## config.mk

```make
export PLATFORM = sky130hd
export DESIGN_NAME = lfsa_ctrl
export DESIGN_NICKNAME = d
export VERILOG_FILES = /design/src/rtl/lfsa_pkg.sv /design/src/rtl/lfsa_ctrl.sv
export SDC_FILE = /design/constraint.sdc
export NUM_CORES = 1
export LEC_CHECK = 0
export BUFFER_PORTS_ARGS = -buffer_cell sky130_fd_sc_hd__buf_2
export CAP_MARGIN = 10
export CORE_AREA = 4 4 41 43
export DETAILED_ROUTE_END_ITERATION = 8
export DIE_AREA = 0 0 45 47
export PLACE_DENSITY = 0.5
export SLEW_MARGIN = 10
export SYNTH_ARGS = -nofsm -noshare
export SYNTH_HDL_FRONTEND = slang
export SYNTH_SLANG_ARGS = --single-unit
```

## constraint.sdc

```tcl
create_clock -name clk_i -period 1.2 [get_ports clk_i]
set_input_delay 0.12 -clock clk_i [delete_from_list [all_inputs] [get_ports clk_i]]
set_output_delay 0.12 -clock clk_i [all_outputs]
set_load 0.05 [all_outputs]
```

## src/rtl/lfsa_pkg.sv

```systemverilog
// Package for the lattice fit score and assign block.
// Holds the item structs, controller states, command and status structs and constants.
// No dependencies.
`default_nettype none

package lfsa_pkg;

  // Field and register widths.
  localparam int unsigned COEF_W     = 21;
  localparam int unsigned ROW_W      = 3 * COEF_W;
  localparam int unsigned VEC_W      = 32;
  localparam int unsigned ERR_W      = 32;
  localparam int unsigned LABEL_W    = 16;
  localparam int unsigned OWN_W      = 15;
  localparam int unsigned FRAC_W     = 40;
  localparam int unsigned DIST_W     = 32;
  localparam int unsigned PROD_W     = 64;
  localparam int unsigned MUL_W      = 33;
  localparam int unsigned CFG_IDX_W  = 3;
  localparam int unsigned CFG_DATA_W = ROW_W;

  // One half in the fraction format of a matrix-vector product.
  localparam logic [FRAC_W-1:0] HALF_ONE = {1'b1, {(FRAC_W-1){1'b0}}};

  // Label that marks a released or unassigned item.
  localparam logic [LABEL_W-1:0] LABEL_NONE = '1;

  // Configuration register indexes.
  typedef enum logic [CFG_IDX_W-1:0] {
    CFG_MATRIX_ROW0 = 3'd0,
    CFG_MATRIX_ROW1 = 3'd1,
    CFG_MATRIX_ROW2 = 3'd2,
    CFG_TOL_SQ      = 3'd3,
    CFG_OWN_LABEL   = 3'd4
  } cfg_reg_e;

  typedef logic [2:0][ROW_W-1:0] matrix_t;

  // Input item.
  typedef struct packed {
    logic signed [VEC_W-1:0]   vec_x;
    logic signed [VEC_W-1:0]   vec_y;
    logic signed [VEC_W-1:0]   vec_z;
    logic [ERR_W-1:0]          old_error;
    logic signed [LABEL_W-1:0] old_label;
    logic                      last_item;
  } in_item_t;

  // Result item.
  typedef struct packed {
    logic [ERR_W-1:0]          new_error;
    logic signed [LABEL_W-1:0] new_label;
    logic                      claimed;
    logic [ERR_W-1:0]          claim_count;
    logic                      is_last;
  } out_item_t;

  // Operand selection of the shared three-multiplier unit.
  typedef enum logic [1:0] {
    MUL_ROW0   = 2'd0,
    MUL_ROW1   = 2'd1,
    MUL_ROW2   = 2'd2,
    MUL_SQUARE = 2'd3
  } mul_sel_e;

  // Controller states.
  typedef enum logic [2:0] {
    S_IDLE   = 3'd0,
    S_ROW0   = 3'd1,
    S_ROW1   = 3'd2,
    S_ROW2   = 3'd3,
    S_DIST   = 3'd4,
    S_SQUARE = 3'd5,
    S_FINISH = 3'd6
  } ctrl_state_e;

  // Commands from the controller to the datapath.
  typedef struct packed {
    logic        load;
    logic        mul_en;
    mul_sel_e    mul_sel;
    logic        dist_en;
    logic [1:0]  dist_idx;
    logic        finish;
  } dp_cmd_t;

  // Status from the datapath to the controller.
  typedef struct packed {
    logic out_busy;
  } dp_sts_t;

endpackage

`default_nettype wire

```

## src/rtl/lfsa_ctrl.sv

```systemverilog
// Controller of the lattice fit score and assign block.
// Sequences the three matrix rows, the distance step and the squares; uses lfsa_pkg.
`default_nettype none

module lfsa_ctrl (
  input  wire logic            clk_i,
  input  wire logic            rst_ni,
  input  wire logic            in_valid_i,
  output logic                 in_ready_o,
  input  wire lfsa_pkg::dp_sts_t sts_i,
  output lfsa_pkg::dp_cmd_t    cmd_o
);

  lfsa_pkg::ctrl_state_e state_q, state_d;

  // State register.
  always_ff @(posedge clk_i or negedge rst_ni) begin
    if (!rst_ni) begin
      state_q <= lfsa_pkg::S_IDLE;
    end else begin
      state_q <= state_d;
    end
  end

  // Next state.
  always_comb begin
    state_d = state_q;
    case (state_q)
      lfsa_pkg::S_IDLE: begin
        if (in_valid_i) state_d = lfsa_pkg::S_ROW0;
      end
      lfsa_pkg::S_ROW0:   state_d = lfsa_pkg::S_ROW1;
      lfsa_pkg::S_ROW1:   state_d = lfsa_pkg::S_ROW2;
      lfsa_pkg::S_ROW2:   state_d = lfsa_pkg::S_DIST;
      lfsa_pkg::S_DIST:   state_d = lfsa_pkg::S_SQUARE;
      lfsa_pkg::S_SQUARE: state_d = lfsa_pkg::S_FINISH;
      lfsa_pkg::S_FINISH: begin
        if (!sts_i.out_busy) state_d = lfsa_pkg::S_IDLE;
      end
      default: state_d = lfsa_pkg::S_IDLE;
    endcase
  end

  // Outputs: commands for each step.
  always_comb begin
    cmd_o         = '0;
    cmd_o.mul_sel = lfsa_pkg::MUL_ROW0;
    in_ready_o    = 1'b0;
    case (state_q)
      lfsa_pkg::S_IDLE: begin
        in_ready_o = 1'b1;
        cmd_o.load = in_valid_i;
      end
      lfsa_pkg::S_ROW0: begin
        cmd_o.mul_en  = 1'b1;
        cmd_o.mul_sel = lfsa_pkg::MUL_ROW0;
      end
      lfsa_pkg::S_ROW1: begin
        cmd_o.mul_en   = 1'b1;
        cmd_o.mul_sel  = lfsa_pkg::MUL_ROW1;
        cmd_o.dist_en  = 1'b1;
        cmd_o.dist_idx = 2'd0;
      end
      lfsa_pkg::S_ROW2: begin
        cmd_o.mul_en   = 1'b1;
        cmd_o.mul_sel  = lfsa_pkg::MUL_ROW2;
        cmd_o.dist_en  = 1'b1;
        cmd_o.dist_idx = 2'd1;
      end
      lfsa_pkg::S_DIST: begin
        cmd_o.dist_en  = 1'b1;
        cmd_o.dist_idx = 2'd2;
      end
      lfsa_pkg::S_SQUARE: begin
        cmd_o.mul_en  = 1'b1;
        cmd_o.mul_sel = lfsa_pkg::MUL_SQUARE;
      end
      lfsa_pkg::S_FINISH: begin
        cmd_o.finish = !sts_i.out_busy;
      end
      default: begin
        in_ready_o = 1'b0;
      end
    endcase
  end

  // An accepted item keeps the input closed until its result is written.
  a_accept_closes: assert property (@(posedge clk_i) disable iff (!rst_ni)
    in_valid_i && in_ready_o |=> !in_ready_o)
    else $error("input open right after an accepted item");

  // A result is only written into a free output slot.
  a_finish_free: assert property (@(posedge clk_i) disable iff (!rst_ni)
    cmd_o.finish |-> !sts_i.out_busy)
    else $error("result written over a pending result");

  // The distance of the last row follows the last row's products.
  a_row_order: assert property (@(posedge clk_i) disable iff (!rst_ni)
    state_q == lfsa_pkg::S_ROW2 |=> cmd_o.dist_en && cmd_o.dist_idx == 2'd2)
    else $error("row sequence broken");

endmodule

`default_nettype wire

```

==> results.txt, run 1 <==
number of placement rows -> 13
post-layout min period -> 1356 ps
number of vias in the routed layout -> 258
Total Die Area -> 2115 um^2
Total Negative Setup Slacks -> -1068 ps
Period Utilization, post-route -> 113.0%
Largest register FFs -> 3
maximum number of pins on one net before global-route repair -> 9
total setup violations reported at the end of the flow -> 9
fraction of final layout cells sized beyond drive strength 1 -> 71.43%
Setup Skew -> 10.01 ps
required time of the worst setup path -> 1080 ps
effective utilization at floorplan -> 18.65%
Synthesized Nets -> 32
worst setup slack after placement -> -67.25 ps
clock insertion delay at the later pin of the skew report -> 240 ps
wire length of the first global-routing pass -> 1.062 mm
critical path launch point type -> register
CTS buffer count -> 3
first-iteration detailed-routing DRC count -> 1
largest incremental delay on the critical path -> 460 ps
number of synthesized register bits -> 3
cell with the largest stage delay on the worst path -> sky130_fd_sc_hd__dfrtp_2
violated checks -> setup timing
area taken by flip-flops and latches -> 78.83 um^2
count of fill cells added during filler insertion -> 149
Initial DRT Pass Iterations -> 4
Reg2Reg Capture Point -> state_q[2]
HPWL after detailed placement -> 462.3 um
count of buffers from port buffering -> 12
worst slack on hold paths -> 198.9 ps
nets@finish -> 54
initial antenna violation count -> 0
CTS root buf -> sky130_fd_sc_hd__clkbuf_4
unrepaired setup endpoints after global routing -> true
die extent in y -> 47 um
maximum buffer depth of the clock tree -> 2
worst slew pin tran -> 219.2 ps
class of the most critical setup path -> reg2out
chain of cells forming the critical path -> inv_2 -> nand2_4 -> mux2i_2 -> buf_6
per-cell via count in the routed design -> 4.031
count of cells along the worst register-to-register path -> 3
clock tree from TritonCTS -> built
number of hold-slack violations in the final timing report -> 0
RR Startpoint -> state_q[1]
maxcap violations -> 0
proportion of synthesized chip area in sequential cells -> 30.93%
total number of H-tree levels -> 1
Placer Congestion -> 0.7013
maximum fanout along the worst path -> 7
Ports -> 13
Total Routing Usage GR -> 7.375%
clock sinks -> 3
most frequent standard cell in the layout excluding fill and tap cells -> sky130_fd_sc_hd__buf_4
routed length per placed instance -> 10.31 um
Worst Hold Class -> in2async
post-synthesis cell count -> 28
core region area -> 1301 um^2
Slew Viols, Final -> 0
post-synthesis cell type count -> 18
horizontal extent of the die -> 45 um
count of unresolved DRC violations after routing -> 0
number of nets still failing antenna checks after routing -> 0
number of global-route vias before repair -> 238
post-synthesis cell area -> 242.7 um^2
Largest regs -> state_q x3
average cell area after synthesis -> 8.669 um^2
Remaining Overflow, GRT -> 0
area grow syn2layout -> 98.97%
maximum operating frequency -> 0.7375 GHz
Crit. End Element -> output pin
area of the multi-input gates -> 165.2 um^2
warning count from the yosys run -> 0
worst setup margin -> -156.0 ps
Layout Cell Area excl Fill -> 483.0 um^2
register bank with the most flops -> state_q
total wire length after detailed routing -> 660 um
result of the run -> finished, violations left
worst slew margin relative to its limit -> 85.38%
register clock-pin slew on the reported worst setup and hold paths -> 40 ps
slack of the worst reg-to-reg path -> 120 ps
commonest cells after routing, fill and taps aside -> 8 x sky130_fd_sc_hd__buf_4, 6 x sky130_fd_sc_hd__buf_6
critical path data arrival time -> 1240 ps
diode count -> 0
placed cell area -> 342.8 um^2
[metrics by stage]
step | std cells | utilization, %
floorplan | 28 | -
global placement | 56 | 26.35
detailed placement | 56 | 26.35
CTS | 63 | 35.19
global route | 64 | 37.12
finish | 64 | 37.12
[kinds of logic after synthesis]
logic type / share of synthesized area, %
compound gates: 15.47
buf+inv: 17.01
flops: 30.93
mux: 8.248
simple gates: 28.35
[Yosys cell counts]
cell	instances	area share (%)
sky130_fd_sc_hd__nand2_1	4	6.2
sky130_fd_sc_hd__dfrtp_1	3	31
sky130_fd_sc_hd__buf_6	2	9.3
sky130_fd_sc_hd__inv_1	2	3.1
sky130_fd_sc_hd__mux2i_1	2	8.2
sky130_fd_sc_hd__nor3_1	2	4.1
sky130_fd_sc_hd__o21ai_0	2	4.1
sky130_fd_sc_hd__a211oi_1	1	3.1
sky130_fd_sc_hd__a21boi_0	1	3.1
sky130_fd_sc_hd__a21o_1	1	3.1
sky130_fd_sc_hd__a21oi_1	1	2.1
sky130_fd_sc_hd__and2_1	1	2.6
sky130_fd_sc_hd__and3_4	1	4.6
sky130_fd_sc_hd__buf_4	1	3.1
sky130_fd_sc_hd__inv_2	1	1.5
sky130_fd_sc_hd__nand2b_1	1	2.6
sky130_fd_sc_hd__nor2_1	1	1.5
sky130_fd_sc_hd__nor3_4	1	6.7
[worst max-delay path: cells and delay by family, from the launching register on]
kind / cells / cell delay, ps
flip-flops: 1 / 460
buffers and inverters: 2 / 290
multiplexers: 1 / 170
AND/OR/NAND/NOR: 1 / 60
[how the worst max path moves through the flow]
stage          startpoint       end  slack [ps]  cells after the start
2_1_floorplan  state_q[1]  cmd_o[7]        -240                      3
3_3_place_gp   state_q[1]  cmd_o[4]         -60                      3
3_5_place_dp   state_q[1]  cmd_o[4]         -70                      3
4_1_cts        state_q[0]  cmd_o[7]        -170                      3
5_1_grt        state_q[2]  cmd_o[4]        -220                      4
6_report       state_q[2]  cmd_o[4]        -160                      4
[layout make-up]
type / count / area share (%)
clock buffers: 4 / 5.440
repair buffers: 20 / 37.82
flip-flops and latches: 3 / 16.32
well taps: 15 / 3.886
inverters: 3 / 2.332
multi-input cells: 19 / 34.20
[metal layers]
metal / vias up / track usage [%] / wire, um
li1: 132 / - / -
met1: 118 / 8.966 / 296
met2: 8 / 9.887 / 316
met3: 0 / 3.831 / 47
met4: 0 / 5.263 / 0
met5: - / 0 / 0
[repair_timing]
| action | in CTS | in global routing |
|---|---|---|
| gates resized for setup | 21 | 6 |
| hold buffers | 1 | 0 |
| hold endpoints to repair | 3 | 0 |
| cloned | 0 | 0 |
| endpoints found under the setup margin | 9 | 9 |
| setup buffers | 2 | 1 |
| pin swaps | 3 | 1 |
Power of run 1 is not shown: default switching activity piles up to over one toggle a cycle in this logic, so the estimate is an artifact.
==> run 2, diff against run 1 <==
--- a/config.mk
+++ b/config.mk
@@ -8,6 +8,7 @@
 export BUFFER_PORTS_ARGS = -buffer_cell sky130_fd_sc_hd__buf_2
 export CAP_MARGIN = 10
 export CORE_AREA = 4 4 41 43
+export CTS_BUF_LIST = sky130_fd_sc_hd__clkbuf_4 sky130_fd_sc_hd__clkbuf_8 sky130_fd_sc_hd__clkbuf_16
 export DETAILED_ROUTE_END_ITERATION = 8
 export DIE_AREA = 0 0 45 47
 export PLACE_DENSITY = 0.5
==> results.txt, run 2 (same netlist as run 1, synthesis figures left out) <==
count of cells along the worst register-to-register path -> 3 (unchanged)
clock sinks -> 3 (unchanged)
worst setup margin -> -156.8 ps (was -156.0 ps)
worst setup slack after placement -> -67.25 ps (unchanged)
effective utilization at floorplan -> 18.65% (unchanged)
most frequent standard cell in the layout excluding fill and tap cells -> sky130_fd_sc_hd__buf_4 (unchanged)
count of fill cells added during filler insertion -> 148 (was 149)
core region area -> 1301 um^2 (unchanged)
routed length per placed instance -> 10.34 um (was 10.31 um)
Layout Cell Area excl Fill -> 486.7 um^2 (was 483.0 um^2)
result of the run -> finished, violations left (unchanged)
first-iteration detailed-routing DRC count -> 1 (unchanged)
wire length of the first global-routing pass -> 1.062 mm (unchanged)
worst slack on hold paths -> 198.3 ps (was 198.9 ps)
dominant delay contributor by cell family on the critical path -> flip-flops (unchanged)
RR Startpoint -> state_q[1] (unchanged)
Worst Hold Class -> in2async (unchanged)
start point of the critical path -> state_q[2] (unchanged)
placed cell area -> 342.8 um^2 (unchanged)
Remaining Overflow, GRT -> 0 (unchanged)
number of nets still failing antenna checks after routing -> 0 (unchanged)
clock tree from TritonCTS -> built (unchanged)
Crit. End Element -> output pin (unchanged)
number of placement rows -> 13 (unchanged)
maximum operating frequency -> 0.7370 GHz (was 0.7375 GHz)
chain of cells forming the critical path -> inv_2 -> nand2_4 -> mux2i_2 -> buf_6 (unchanged)
total wire length after detailed routing -> 662 um (was 660 um)
Total Die Area -> 2115 um^2 (unchanged)
Total Routing Usage GR -> 7.375% (unchanged)
maximum number of pins on one net before global-route repair -> 9 (unchanged)
maxcap violations -> 0 (unchanged)
die extent in y -> 47 um (unchanged)
per-cell via count in the routed design -> 4.031 (unchanged)
Reg2Reg Capture Point -> state_q[2] (unchanged)
violated checks -> setup timing (unchanged)
horizontal extent of the die -> 45 um (unchanged)
GR Util met2 -> 9.887% (unchanged)
number of hold-slack violations in the final timing report -> 0 (unchanged)
register bank with the most flops -> state_q (unchanged)
worst slew pin tran -> 219.2 ps (about the same)
number of global-route vias before repair -> 238 (unchanged)
number of vias in the routed layout -> 258 (unchanged)
critical path data arrival time -> 1240 ps (about the same)
largest incremental delay on the critical path -> 460 ps (about the same)
total setup violations reported at the end of the flow -> 9 (unchanged)
M3 GR Usage -> 3.831% (unchanged)
nets@finish -> 54 (unchanged)
worst slew margin relative to its limit -> 85.38% (unchanged)
Total Negative Setup Slacks -> -1075 ps (was -1068 ps)
Placer Congestion -> 0.7013 (unchanged)
number of logic stages on the critical path including buffering -> 4 (unchanged)
diode count -> 0 (unchanged)
maximum buffer depth of the clock tree -> 2 (unchanged)
CTS buffer count -> 3 (unchanged)
Largest register FFs -> 3 (unchanged)
HPWL after detailed placement -> 462.3 um (unchanged)
critical path launch point type -> register (unchanged)
required time of the worst setup path -> 1080 ps (about the same)
total number of H-tree levels -> 1 (unchanged)
capture point of the critical path -> cmd_o[4] (unchanged)
area grow syn2layout -> 100.5% (was 98.97%)
count of buffers from port buffering -> 12 (unchanged)
Initial DRT Pass Iterations -> 4 (unchanged)
Slew Viols, Final -> 0 (unchanged)
post-layout min period -> 1357 ps (was 1356 ps)
register clock-pin slew on the reported worst setup and hold paths -> 40 ps (about the same)
Largest regs -> state_q x3 (unchanged)
initial antenna violation count -> 0 (unchanged)
class of the most critical setup path -> reg2out (unchanged)
Period Utilization, post-route -> 113.1% (was 113.0%)
most heavily used metal layer in global routing -> met2 (unchanged)
CTS root buf -> sky130_fd_sc_hd__clkbuf_4 (unchanged)
count of unresolved DRC violations after routing -> 0 (unchanged)
fraction of final layout cells sized beyond drive strength 1 -> 73.47% (was 71.43%)
commonest cells after routing, fill and taps aside -> 8 x sky130_fd_sc_hd__buf_4, 6 x sky130_fd_sc_hd__buf_6, 4 x sky130_fd_sc_hd__clkbuf_4 (was 8 x sky130_fd_sc_hd__buf_4, 6 x sky130_fd_sc_hd__buf_6)
unrepaired setup endpoints after global routing -> true (unchanged)
cell with the largest stage delay on the worst path -> sky130_fd_sc_hd__dfrtp_2 (unchanged)
Ports -> 13 (unchanged)
clock insertion delay at the later pin of the skew report -> 240 ps (about the same)
Worst Path Buf+Inv -> 2 (unchanged)
maximum fanout along the worst path -> 7 (unchanged)
routing usage on met1 -> 8.966% (unchanged)
Setup Skew -> 9.737 ps (was 10.01 ps)
slack of the worst reg-to-reg path -> 120 ps (about the same)
## run 2: worst min path at each step
stage            endpoint  slack [ps]   start  cells past startpoint
3_3_place_gp   state_q[1]         -80  rst_ni                      1
2_1_floorplan  state_q[0]        -180  rst_ni                      0
6_report       state_q[2]         200  rst_ni                      2
5_1_grt        state_q[2]         230  rst_ni                      2
4_1_cts        state_q[0]         200  rst_ni                      2
3_5_place_dp   state_q[1]         -80  rst_ni                      1
## run 2: layout make-up
type	count	area, um^2	area share, %
clock buffers	4	30.03	6.170
flip-flops and latches	3	78.83	16.20
repair buffers	20	182.7	37.53
multi-input cells	19	165.2	33.93
well taps	15	18.77	3.856
inverters	3	11.26	2.314
## run 2: timing repair
action                     CTS  global route
hold buffers                 1             0
gates resized for setup     21             6
pin swaps                    3             1
setup endpoints to repair    9             9
buffers inserted             2             1
hold endpoints to repair     3             0
## run 2: routing by layer
layer,up-vias,routed length (um)
met2,8,319
met1,118,296
li1,132,-
met3,0,47
met4,0,0
met5,-,0
## run 2: per-stage QoR
| stage | cells | utilization (%) |
|---|---|---|
| after detailed placement | 56 | 26.35 |
| after floorplan | 28 | - |
| after global routing | 64 | 37.40 |
| after global placement | 56 | 26.35 |
| after CTS | 63 | 35.48 |
| final | 64 | 37.40 |
## run 2: worst register-to-register path, cell delays in order, from the launching register on
cell and delay, ps:
sky130_fd_sc_hd__dfrtp_2 480, sky130_fd_sc_hd__buf_4 170, sky130_fd_sc_hd__and3_4 170, sky130_fd_sc_hd__a21o_1 150
Power of run 2 is left out for the same reason.
==> run 3, diff against run 2 <==
==> constraint.sdc (replaced) <==
create_clock -name clk_i -period 1.2 [get_ports clk_i]
set_input_delay 0.24 -clock clk_i [delete_from_list [all_inputs] [get_ports clk_i]]
set_output_delay 0.24 -clock clk_i [all_outputs]
set_load 0.05 [all_outputs]
==> results.txt, run 3 (same netlist as run 1, synthesis figures left out) <==
total setup violations reported at the end of the flow -> 10 (was 9)
post-route insts no fill -> 65 (was 64)
number of global-route vias before repair -> 275 (was 238)
Largest register FFs -> 3 (unchanged)
per-cell via count in the routed design -> 4.185 (was 4.031)
Total Routing Usage GR -> 7.522% (was 7.375%)
first-iteration detailed-routing DRC count -> 1 (unchanged)
clock sinks -> 3 (unchanged)
result of the run -> finished, violations left (unchanged)
maximum operating frequency -> 0.6774 GHz (was 0.7370 GHz)
register clock-pin slew on the reported worst setup and hold paths -> 40 ps (about the same)
maximum fanout along the worst path -> 6 (was 7)
count of fill cells added during filler insertion -> 141 (was 148)
most frequent standard cell in the layout excluding fill and tap cells -> sky130_fd_sc_hd__buf_6 (was sky130_fd_sc_hd__buf_4)
routed length per placed instance -> 11.09 um (was 10.34 um)
count of buffers from port buffering -> 12 (unchanged)
number of nets still failing antenna checks after routing -> 0 (unchanged)
required time of the worst setup path -> 960 ps (was 1080 ps)
Largest regs -> state_q x3 (unchanged)
Period Utilization, post-route -> 123.0% (was 113.1%)
Slew Viols, Final -> 0 (unchanged)
number of hold-slack violations in the final timing report -> 0 (unchanged)
Crit. End Element -> output pin (unchanged)
effective utilization at floorplan -> 18.65% (unchanged)
worst slew pin tran -> 249.8 ps (was 219.2 ps)
critical path data arrival time -> 1240 ps (about the same)
Setup Skew -> 3.914 ps (was 9.737 ps)
worst slack on hold paths -> 337.8 ps (was 198.3 ps)
Initial DRT Pass Iterations -> 2 (was 4)
nets@finish -> 55 (was 54)
Layout Cell Area excl Fill -> 515.5 um^2 (was 486.7 um^2)
worst setup margin -> -276.3 ps (was -156.8 ps)
die extent in y -> 47 um (unchanged)
violated checks -> setup timing (unchanged)
class of the most critical setup path -> reg2out (unchanged)
unrepaired setup endpoints after global routing -> true (unchanged)
total number of H-tree levels -> 1 (unchanged)
clock insertion delay at the later pin of the skew report -> 230 ps (was 240 ps)
initial antenna violation count -> 0 (unchanged)
fraction of final layout cells sized beyond drive strength 1 -> 82.00% (was 73.47%)
placed cell area -> 341.6 um^2 (was 342.8 um^2)
Total Die Area -> 2115 um^2 (unchanged)
clock tree from TritonCTS -> built (unchanged)
Placer Congestion -> 0.7042 (was 0.7013)
maximum buffer depth of the clock tree -> 2 (unchanged)
CTS buffer count -> 3 (unchanged)
worst slew margin relative to its limit -> 83.25% (was 85.38%)
total wire length after detailed routing -> 721 um (was 662 um)
Remaining Overflow, GRT -> 0 (unchanged)
register bank with the most flops -> state_q (unchanged)
horizontal extent of the die -> 45 um (unchanged)
# placed instances -> 55 (was 56)
area grow syn2layout -> 112.4% (was 100.5%)
Ports -> 13 (unchanged)
diode count -> 0 (unchanged)
maxcap violations -> 0 (unchanged)
number of placement rows -> 13 (unchanged)
critical path launch point type -> register (unchanged)
maximum number of pins on one net before global-route repair -> 9 (unchanged)
wire length of the first global-routing pass -> 1.131 mm (was 1.062 mm)
commonest cells after routing, fill and taps aside -> 8 x sky130_fd_sc_hd__buf_6, 7 x sky130_fd_sc_hd__buf_4, 4 x sky130_fd_sc_hd__clkbuf_4, 3 x sky130_fd_sc_hd__buf_2, 3 x sky130_fd_sc_hd__dfrtp_2 (was 8 x sky130_fd_sc_hd__buf_4, 6 x sky130_fd_sc_hd__buf_6, 4 x sky130_fd_sc_hd__clkbuf_4)
number of vias in the routed layout -> 272 (was 258)
core region area -> 1301 um^2 (unchanged)
HPWL after detailed placement -> 452.4 um (was 462.3 um)
count of unresolved DRC violations after routing -> 0 (unchanged)
CTS root buf -> sky130_fd_sc_hd__clkbuf_4 (unchanged)
post-layout min period -> 1476 ps (was 1357 ps)
Worst Hold Class -> in2async (unchanged)
## run 3: timing repair
item                                    4_1_cts  5_1_grt
endpoints found under the setup margin        9       10
setup buffers                                 5        0
resized for setup                            28        3
pin swaps                                     3        0
hold endpoints to repair                      3        0
hold buffers                                  1        0
## run 3: per-layer routing
| layer | share of wire, % | track usage (%) | vias up |
|---|---|---|---|
| li1 | - | - | 138 |
| met1 | 40 | 8.009 | 119 |
| met2 | 52 | 14.41 | 15 |
| met3 | 8.5 | 3.448 | 0 |
| met4 | 0 | 0 | 0 |
| met5 | 0 | 0 | - |
## run 3: through the flow
step	util, %	setup TNS [ps]	setup slack (ps)
2_1_floorplan	-	-1209	-359.2
3_3_place_gp	26.25	-1189	-192.2
3_5_place_dp	26.25	-1282	-220.1
4_1_cts	38.75	-2089	-265.6
5_1_grt	39.62	-2577	-329.5
6_report	39.62	-2035	-276.3
## run 3: final cells by class
cell class              instances  area (um^2)  area share (%)
multi-input cells              19        175.2           33.98
inverters                       3        15.01           2.913
flip-flops and latches          3        78.83           15.29
clock buffers                   4        30.03           5.825
well taps                      15        18.77           3.641
repair buffers                 21        197.7           38.35
## run 3: worst max-delay path, cell delays in order, from the launching register on
cell	delay, ps
sky130_fd_sc_hd__dfrtp_2	450
sky130_fd_sc_hd__buf_4	150
sky130_fd_sc_hd__nand2b_4	60
sky130_fd_sc_hd__mux2i_2	160
sky130_fd_sc_hd__buf_6	180
## run 3: worst paths after layout
check	from	end	slack (ps)	depth (start not counted)
max	state_q[2]	cmd_o[4]	-280	4
max reg2reg	state_q[1]	state_q[0]	-80	5
min	rst_ni	state_q[1]	340	2
min in group clk_i	in_valid_i	state_q[0]	350	3
max in group asynchronous	rst_ni	state_q[2]	740	2
min reg2reg	state_q[0]	state_q[1]	620	1
Power of run 3 is left out for the same reason.
